[src/smsd_pkg.sv]
// ----------------------------------------------------------------------------
// Seed deriver package
// Shared types, register indexes and splitmix64 constants of the seed deriver.
// ----------------------------------------------------------------------------
`default_nettype none

package smsd_pkg;

	localparam logic [63:0] SM_GOLDEN = 64'h9e37_79b9_7f4a_7c15;
	localparam logic [63:0] SM_MUL_A  = 64'hbf58_476d_1ce4_e5b9;
	localparam logic [63:0] SM_MUL_B  = 64'h94d0_49bb_1331_11eb;
	localparam logic [63:0] CHILD_TAG = 64'h6368_696c_645f_5f5f;

	typedef enum logic [1:0] {
		MODE_CONTEXT = 2'd0,
		MODE_NEXT    = 2'd1,
		MODE_CHILD   = 2'd2,
		MODE_ROOT    = 2'd3
	} mode_t;

	typedef enum logic [1:0] {
		REG_BASE_SEED    = 2'd0,
		REG_DET_ON       = 2'd1,
		REG_CONTEXT_ON   = 2'd2,
		REG_CONTEXT_SEED = 2'd3
	} reg_idx_t;

	typedef enum logic [1:0] {
		ST_IDLE,
		ST_ISSUE_A,
		ST_WAIT_A,
		ST_WAIT_B
	} state_t;

	typedef struct packed {
		mode_t       mode;
		logic [63:0] key_stream;
		logic [63:0] key_id;
		logic [31:0] par_seed;
	} in_t;

	typedef struct packed {
		logic [30:0] seed_out;
		logic        seed_valid;
	} out_t;

	typedef struct packed {
		logic [31:0] base_seed;
		logic        det_on;
		logic        context_on;
		logic [31:0] context_seed;
		logic [63:0] task_count;
		logic [63:0] child_count;
	} cfg_t;

	typedef struct packed {
		logic task_inc;
		logic child_inc;
	} cnt_inc_t;

endpackage

`default_nettype wire

[src/smsd_cfg.sv]
// ----------------------------------------------------------------------------
// Seed deriver configuration registers
// APB register file with the task and child counters of the next-call mode.
// ----------------------------------------------------------------------------
`default_nettype none

module smsd_cfg (
	input  wire logic             clk,
	input  wire logic             arst_n,
	input  wire logic             psel,
	input  wire logic             penable,
	input  wire logic             pwrite,
	input  wire logic [3:0]       paddr,
	input  wire logic [31:0]      pwdata,
	output logic [31:0]           prdata,
	output logic                  pready,
	input  wire smsd_pkg::cnt_inc_t cnt_inc,
	output smsd_pkg::cfg_t        cfg
);

	logic [31:0] base_seed_q;
	logic        det_on_q;
	logic        context_on_q;
	logic [31:0] context_seed_q;
	logic [63:0] task_count_q;
	logic [63:0] child_count_q;
	logic        wr_en;
	smsd_pkg::reg_idx_t idx;

	assign pready = 1'b1;
	assign wr_en  = psel && penable && pwrite;
	assign idx    = smsd_pkg::reg_idx_t'(paddr[3:2]);

	always_ff @(posedge clk or negedge arst_n) begin
		if (!arst_n) begin
			base_seed_q    <= 32'd1;
			det_on_q       <= 1'b0;
			context_on_q   <= 1'b0;
			context_seed_q <= 32'd0;
			task_count_q   <= 64'd0;
			child_count_q  <= 64'd0;
		end else begin
			if (cnt_inc.task_inc) begin
				task_count_q <= task_count_q + 64'd1;
			end
			if (cnt_inc.child_inc) begin
				child_count_q <= child_count_q + 64'd1;
			end
			if (wr_en) begin
				unique case (idx)
					smsd_pkg::REG_BASE_SEED: begin
						// A zero base seed is stored as one.
						base_seed_q  <= (pwdata == 32'd0) ? 32'd1 : pwdata;
						task_count_q <= 64'd0;
					end
					smsd_pkg::REG_DET_ON: begin
						det_on_q <= pwdata[0];
					end
					smsd_pkg::REG_CONTEXT_ON: begin
						context_on_q <= pwdata[0];
					end
					smsd_pkg::REG_CONTEXT_SEED: begin
						context_seed_q <= pwdata;
						child_count_q  <= 64'd0;
					end
					default: begin
					end
				endcase
			end
		end
	end

	always_comb begin
		unique case (idx)
			smsd_pkg::REG_BASE_SEED:    prdata = base_seed_q;
			smsd_pkg::REG_DET_ON:       prdata = {31'd0, det_on_q};
			smsd_pkg::REG_CONTEXT_ON:   prdata = {31'd0, context_on_q};
			smsd_pkg::REG_CONTEXT_SEED: prdata = context_seed_q;
			default:                    prdata = 32'd0;
		endcase
	end

	assign cfg.base_seed    = base_seed_q;
	assign cfg.det_on       = det_on_q;
	assign cfg.context_on   = context_on_q;
	assign cfg.context_seed = context_seed_q;
	assign cfg.task_count   = task_count_q;
	assign cfg.child_count  = child_count_q;

endmodule

`default_nettype wire

[src/smsd_mul64.sv]
// ----------------------------------------------------------------------------
// Seed deriver multiplier
// Iterative 64x64 multiply keeping the low 64 bits, one 32x32 partial a cycle.
// ----------------------------------------------------------------------------
`default_nettype none

module smsd_mul64 (
	input  wire logic        clk,
	input  wire logic        arst_n,
	input  wire logic        start,
	input  wire logic [63:0] op_a,
	input  wire logic [63:0] op_b,
	output logic             done,
	output logic [63:0]      product
);

	logic [63:0] a_q;
	logic [63:0] b_q;
	logic [63:0] acc_q;
	logic [63:0] prod_s1;
	logic [1:0]  step_q;
	logic        run_q;
	logic        done_q;
	logic [31:0] mul_x;
	logic [31:0] mul_y;
	logic [63:0] mul_p;

	// Step 0: lo*lo, step 1: lo(a)*hi(b), step 2: hi(a)*lo(b). The cross
	// terms only reach the upper half of the result.
	always_comb begin
		mul_x = (step_q == 2'd2) ? a_q[63:32] : a_q[31:0];
		mul_y = (step_q == 2'd1) ? b_q[63:32] : b_q[31:0];
		mul_p = {32'd0, mul_x} * {32'd0, mul_y};
	end

	always_ff @(posedge clk or negedge arst_n) begin
		if (!arst_n) begin
			step_q <= 2'd0;
			run_q  <= 1'b0;
			done_q <= 1'b0;
		end else begin
			done_q <= 1'b0;
			if (start) begin
				step_q <= 2'd0;
				run_q  <= 1'b1;
			end else if (run_q) begin
				step_q <= step_q + 2'd1;
				if (step_q == 2'd3) begin
					run_q  <= 1'b0;
					done_q <= 1'b1;
				end
			end
		end
	end

	always_ff @(posedge clk) begin
		if (start) begin
			a_q <= op_a;
			b_q <= op_b;
		end else if (run_q) begin
			prod_s1 <= mul_p;
			unique case (step_q)
				2'd0: begin
				end
				2'd1: acc_q <= prod_s1;
				2'd2: acc_q[63:32] <= acc_q[63:32] + prod_s1[31:0];
				2'd3: acc_q[63:32] <= acc_q[63:32] + prod_s1[31:0];
				default: begin
				end
			endcase
		end
	end

	assign done    = done_q;
	assign product = acc_q;

endmodule

`default_nettype wire

[src/splitmix_seed_deriver_unit.sv]
// ----------------------------------------------------------------------------
// Splitmix seed deriver
// Derives a nonzero 31-bit seed from a base, context or parent seed and two
// 64-bit keys via two splitmix64 finalizer rounds on one shared multiplier.
// ----------------------------------------------------------------------------
// A derived seed strobes after the four dependent 64-bit multiplies of its
// two rounds have run in turn on the shared 32x32 multiplier; busy drops in
// that same cycle, so a new command can be taken then, but never while busy.
// A context command with deterministic mode off strobes its invalid result
// in the cycle after acceptance without raising busy. Reset restores the
// register defaults and clears both counters; results cannot be stalled by
// the receiver.
`default_nettype none

module splitmix_seed_deriver_unit (
	input  wire logic          clk,
	input  wire logic          arst_n,
	input  wire logic          start,
	output logic               busy,
	input  wire smsd_pkg::in_t cmd,
	output logic               strobe,
	output smsd_pkg::out_t     result,
	input  wire logic          psel,
	input  wire logic          penable,
	input  wire logic          pwrite,
	input  wire logic [3:0]    paddr,
	input  wire logic [31:0]   pwdata,
	output logic [31:0]        prdata,
	output logic               pready
);

	smsd_pkg::state_t   state_q;
	smsd_pkg::state_t   state_d;
	smsd_pkg::cfg_t     cfg;
	smsd_pkg::cnt_inc_t cnt_inc;

	logic        accept;
	logic        cmd_ok;
	logic [63:0] sel_start;
	logic [63:0] sel_stream;
	logic [63:0] sel_id;
	logic [63:0] v_q;
	logic [63:0] id_q;
	logic        round_q;
	logic        strobe_q;
	logic [30:0] seed_q;
	logic        valid_q;
	logic        mul_start;
	logic [63:0] mul_a;
	logic [63:0] mul_b;
	logic        mul_done;
	logic [63:0] mul_res;
	logic [63:0] fin;
	logic [30:0] fin_seed;

	// Golden-ratio add followed by the first xor-shift of a round.
	function automatic logic [63:0] pre_mix(input logic [63:0] x);
		logic [63:0] y;
		y = x + smsd_pkg::SM_GOLDEN;
		return y ^ (y >> 30);
	endfunction

	smsd_cfg u_cfg (
		.clk     (clk),
		.arst_n  (arst_n),
		.psel    (psel),
		.penable (penable),
		.pwrite  (pwrite),
		.paddr   (paddr),
		.pwdata  (pwdata),
		.prdata  (prdata),
		.pready  (pready),
		.cnt_inc (cnt_inc),
		.cfg     (cfg)
	);

	smsd_mul64 u_mul (
		.clk     (clk),
		.arst_n  (arst_n),
		.start   (mul_start),
		.op_a    (mul_a),
		.op_b    (mul_b),
		.done    (mul_done),
		.product (mul_res)
	);

	assign busy   = (state_q != smsd_pkg::ST_IDLE);
	assign accept = start && !busy;

	// Operand selection per mode.
	always_comb begin
		sel_start = {32'd0, cfg.base_seed};
		sel_stream = cmd.key_stream;
		sel_id    = cmd.key_id;
		cmd_ok    = 1'b1;
		cnt_inc   = '0;
		unique case (cmd.mode)
			smsd_pkg::MODE_CONTEXT: begin
				cmd_ok = cfg.det_on;
				if (cfg.context_on) begin
					sel_start = {32'd0, cfg.context_seed} ^ smsd_pkg::CHILD_TAG;
				end
			end
			smsd_pkg::MODE_NEXT: begin
				cmd_ok = cfg.det_on;
				if (cfg.context_on) begin
					sel_start = {32'd0, cfg.context_seed} ^ smsd_pkg::CHILD_TAG;
					sel_id    = cfg.child_count;
					cnt_inc.child_inc = accept && cfg.det_on;
				end else begin
					sel_stream = cmd.key_stream ^ smsd_pkg::CHILD_TAG;
					sel_id     = cfg.task_count;
					cnt_inc.task_inc = accept && cfg.det_on;
				end
			end
			smsd_pkg::MODE_CHILD: begin
				sel_start = {32'd0, cmd.par_seed} ^ smsd_pkg::CHILD_TAG;
			end
			smsd_pkg::MODE_ROOT: begin
			end
			default: begin
			end
		endcase
	end

	assign fin      = mul_res ^ (mul_res >> 31);
	assign fin_seed = (fin[30:0] == 31'd0) ? 31'd1 : fin[30:0];

	// Next state.
	always_comb begin
		state_d = state_q;
		unique case (state_q)
			smsd_pkg::ST_IDLE: begin
				if (accept && cmd_ok) begin
					state_d = smsd_pkg::ST_ISSUE_A;
				end
			end
			smsd_pkg::ST_ISSUE_A: state_d = smsd_pkg::ST_WAIT_A;
			smsd_pkg::ST_WAIT_A: begin
				if (mul_done) begin
					state_d = smsd_pkg::ST_WAIT_B;
				end
			end
			smsd_pkg::ST_WAIT_B: begin
				if (mul_done) begin
					state_d = round_q ? smsd_pkg::ST_IDLE : smsd_pkg::ST_ISSUE_A;
				end
			end
			default: state_d = smsd_pkg::ST_IDLE;
		endcase
	end

	// Multiplier control.
	always_comb begin
		mul_start = 1'b0;
		mul_a     = v_q;
		mul_b     = smsd_pkg::SM_MUL_A;
		unique case (state_q)
			smsd_pkg::ST_ISSUE_A: begin
				mul_start = 1'b1;
			end
			smsd_pkg::ST_WAIT_A: begin
				mul_start = mul_done;
				mul_a     = mul_res ^ (mul_res >> 27);
				mul_b     = smsd_pkg::SM_MUL_B;
			end
			default: begin
			end
		endcase
	end

	always_ff @(posedge clk or negedge arst_n) begin
		if (!arst_n) begin
			state_q  <= smsd_pkg::ST_IDLE;
			round_q  <= 1'b0;
			strobe_q <= 1'b0;
		end else begin
			state_q  <= state_d;
			strobe_q <= 1'b0;
			if (accept) begin
				round_q  <= 1'b0;
				strobe_q <= !cmd_ok;
			end else if (state_q == smsd_pkg::ST_WAIT_B && mul_done) begin
				round_q  <= 1'b1;
				strobe_q <= round_q;
			end
		end
	end

	always_ff @(posedge clk) begin
		if (accept) begin
			v_q     <= pre_mix(sel_start ^ sel_stream);
			id_q    <= sel_id;
			seed_q  <= 31'd0;
			valid_q <= 1'b0;
		end else if (state_q == smsd_pkg::ST_WAIT_B && mul_done) begin
			v_q     <= pre_mix(fin ^ id_q);
			seed_q  <= fin_seed;
			valid_q <= 1'b1;
		end
	end

	assign strobe            = strobe_q;
	assign result.seed_out   = seed_q;
	assign result.seed_valid = valid_q;

	a_valid_nonzero: assert property (@(posedge clk) disable iff (!arst_n)
		strobe && result.seed_valid |-> result.seed_out != 31'd0)
		else $error("valid seed is zero");

	a_invalid_zero: assert property (@(posedge clk) disable iff (!arst_n)
		strobe && !result.seed_valid |-> result.seed_out == 31'd0)
		else $error("invalid result carries a seed");

	a_done_in_wait: assert property (@(posedge clk) disable iff (!arst_n)
		mul_done |-> state_q == smsd_pkg::ST_WAIT_A || state_q == smsd_pkg::ST_WAIT_B)
		else $error("multiplier finished outside a wait state");

	a_busy_from_start: assert property (@(posedge clk) disable iff (!arst_n)
		$rose(busy) |-> $past(start))
		else $error("busy rose without a command");

	a_strobe_cause: assert property (@(posedge clk) disable iff (!arst_n)
		strobe |-> $past(start) || $past(busy))
		else $error("result beat without a command");

endmodule

`default_nettype wire

[config.mk]
export PLATFORM = sky130hd
export DESIGN_NAME = splitmix_seed_deriver_unit
export DESIGN_NICKNAME = d
export VERILOG_FILES = /design/src/smsd_pkg.sv /design/src/smsd_cfg.sv /design/src/smsd_mul64.sv /design/src/splitmix_seed_deriver_unit.sv
export SDC_FILE = /design/constraint.sdc
export NUM_CORES = 2
export LEC_CHECK = 0
export BUFFER_PORTS_ARGS = -buffer_cell sky130_fd_sc_hd__clkbuf_2
export CAP_MARGIN = 20
export CELL_PAD_IN_SITES_DETAIL_PLACEMENT = 2
export CELL_PAD_IN_SITES_GLOBAL_PLACEMENT = 2
export CORE_MARGIN = 8
export CORE_UTILIZATION = 45
export CTS_CLUSTER_DIAMETER = 150
export CTS_CLUSTER_SIZE = 20
export DETAILED_ROUTE_END_ITERATION = 10
export MAX_ROUTING_LAYER = met4
export PLACE_DENSITY = 0.95
export SKIP_LAST_GASP = 1
export SLEW_MARGIN = 20
export SYNTH_ARGS = -nofsm -noshare
export SYNTH_HDL_FRONTEND = slang
export SYNTH_SLANG_ARGS = --single-unit
export TNS_END_PERCENT = 10
[constraint.sdc]
create_clock -name clk -period 19.1 [get_ports clk]
set_input_delay 3.82 -clock clk [delete_from_list [all_inputs] [get_ports clk]]
set_output_delay 3.82 -clock clk [all_outputs]
set_load 0.1 [all_outputs]
==> results.ini <==
[synthesis]
ys.flop_type=edfxtp_1
synth_area_leaders=fa_1 27%, edfxtp_1 16%, dfrtp_1 8.2%
synth_top_area_share_pct=27.2
syn_area_um2=61200
yosysUniqueCellTypes=114
synthCells=6092
ys_warn_count=0
avgSynthCellArea_um2=10.1
synth_largest_area_cell=fa_1
synthTopCellsByCount=1,012 x inv_1, 831 x fa_1, 511 x nor2_1
yosys_register_bits=556
async_flop_share_pct=36.3
synth_nets=7496
synth.yosys.seq_area_share_pct=25.1
synth_edf_count=322
yosysMostFrequentCell=inv_1

[final_layout]
instances_no_fill=8093
final_util_pct=48.5
nets=7663
drive_gt1_share_pct=9.64
multiInputGateArea_um2=41400
nFillCells=13900
synthToLayoutAreaGrowth_pct=7.14
seq_area_um2=15400

[placed_design]
dp_cells=8007
hpwlAfterDp_mm=244
post-place-ws_ns=6.92
place_congestion=1.01
portBuffers=267

[cts]
clock-sinks=556
cts_resized=0
cts_setup_buffers=0
cts_made_buffers=31
ctsHoldBuffers=0
cts_tree=built
cts_buffer_depth=3
h-tree-depth=1
clock_latency_ns=0.72
path_clk_slew_ns=0.13
clockRootBuffer=clkbuf_16

[worst_setup_path]
cpPeakStageDelay_ns=0.85
start_kind=flop
critPathTopFamily=adder cells
worstPathRequired_ns=19.51
cp_num_buf_inv=7
worst_path_max_delay_cell=o31ai_1
cp-end-kind=flop
critPathKind=reg -> reg
crit_start=u_mul.step_q[1]
cp_max_fo=29
critPathArrivalTime_ns=12.94
rr_startpoint=u_mul.step_q[1]

[global_route]
gr-total-overflow=0
grt_pass1_wl_mm=445
track_usage_pct=42.9
grt_pass1_vias=60900
grt_max_degree=99
antenna_found_initial=22

[detailed_routing]
vias_per_cell=6.54
drtPass1Iterations=5
vias=53000
remaining_drc_errors=0
drt-initial-drc-count=5285
wl_per_cell_um=39.2
routed_wl_mm=318
antenna_left=0

[sta]
slew_violations=0
period_needed_ns=12.53
fin_crit_sh_pct=65.6
clock.fmax_ghz=0.0798
hold_viol_final=0
fin_ws_ns=6.57
fin_worst_skew_ns=0.0622
tightest_slew_ns=1.19
finalSetupViolCount=0
maxSlewHeadroom_pct=20.2
fin_tns_setup_ns=0
rsz0062_at_grt=false

[worst_hold_path]
hold_class=reg -> reg
min_from=seed_q[11]

[run_status]
status=completed

[floorplan]
die_area_um2=148000
dieHeight_um=385
core_region_area_um2=135000
ios=271
fp-row-count=135
initial_core_util_pct=45.3
die_w_um=385

[flow_run]
cap_violations=0

[cell type report]
cell class / instances / share of cell area [%]
antenna: 28 / 0.107
clock buffer: 57 / 1.36
clock inverter: 1 / 0.0134
inverter: 1023 / 5.86
multi-input combinational: 4320 / 63.1
sequential: 556 / 23.4
tap: 1781 / 3.40
timing repair buffer: 327 / 2.74
[stage by stage]
step	hold slack (ns)	cell area [µm²]
after CTS	0.516	65500
final	0.512	65600
after global placement	0.440	64500
after global routing	0.527	65600
after detailed placement	0.465	64600
after floorplan	0.431	61200
[cells by family after synthesis]
family	synth area share, %
flops	25.1
xor+xnor	9.05
fa+ha+maj	34.7
simple gates	11.2
compound gates	8.47
buf+inv	7.61
other cells	0.00612
mux	3.88
[sequential cells by signal, summed over array words and instances (netlist names), 64 cells and up]
| register | flops |
|---|---|
| id_q | 64 |
| u_cfg.child_count_q | 64 |
| u_cfg.task_count_q | 64 |
| u_mul.a_q | 64 |
| u_mul.prod_s1 | 64 |
| u_mul.product | 64 |
| v_q | 64 |
[routing by layer]
layer	vias to the layer above	routed length [µm]	part of all wire [%]	track usage [%]
li1	20000	-	-	-
met5	-	0	0	-
met4	0	37600	12	36.8
met3	1912	28700	9.0	10.2
met2	3844	148000	47	69.0
met1	27200	103000	32	44.2
[path summary, 6_finish.rpt]
kind	to	slack [ns]	cells past startpoint
setup / recovery	u_mul.prod_s1[62]	6.57	34
hold / removal	seed_q[11]	0.51	2
setup reg to reg	u_mul.prod_s1[62]	6.57	34
hold reg to reg	seed_q[11]	0.51	2
max in group asynchronous	u_cfg.task_count_q[60]	13.66	3
min in group asynchronous	u_cfg.context_seed_q[13]	3.22	1
[placed cells by master (no fill, tap or decap), drive strengths merged, types with 45 or more instances in the layout]
cell,instances
a21o,68
buf,60
a21oi,240
dfrtp,201
ha,369
and3,63
xor2,196
xnor2,329
fa,831
o21ai,290
nor3,65
nand2,509
or3,45
edfxtp,322
nand3,91
mux2i,96
clkbuf,324
inv,1019
mux2,123
nor2,515
[worst reg2reg max path: cells and delay by family (launching register included)]
kind	cells	cell delay, ns
buf+inv	7	1.18
fa+ha+maj	10	4.06
simple gates	6	2.47
flops	1	0.42
compound gates	10	3.96
xor+xnor	1	0.15
Power is left out: the tool's default activity adds up to more than one toggle a clock period on the data nets, which glitch-free logic cannot reach.
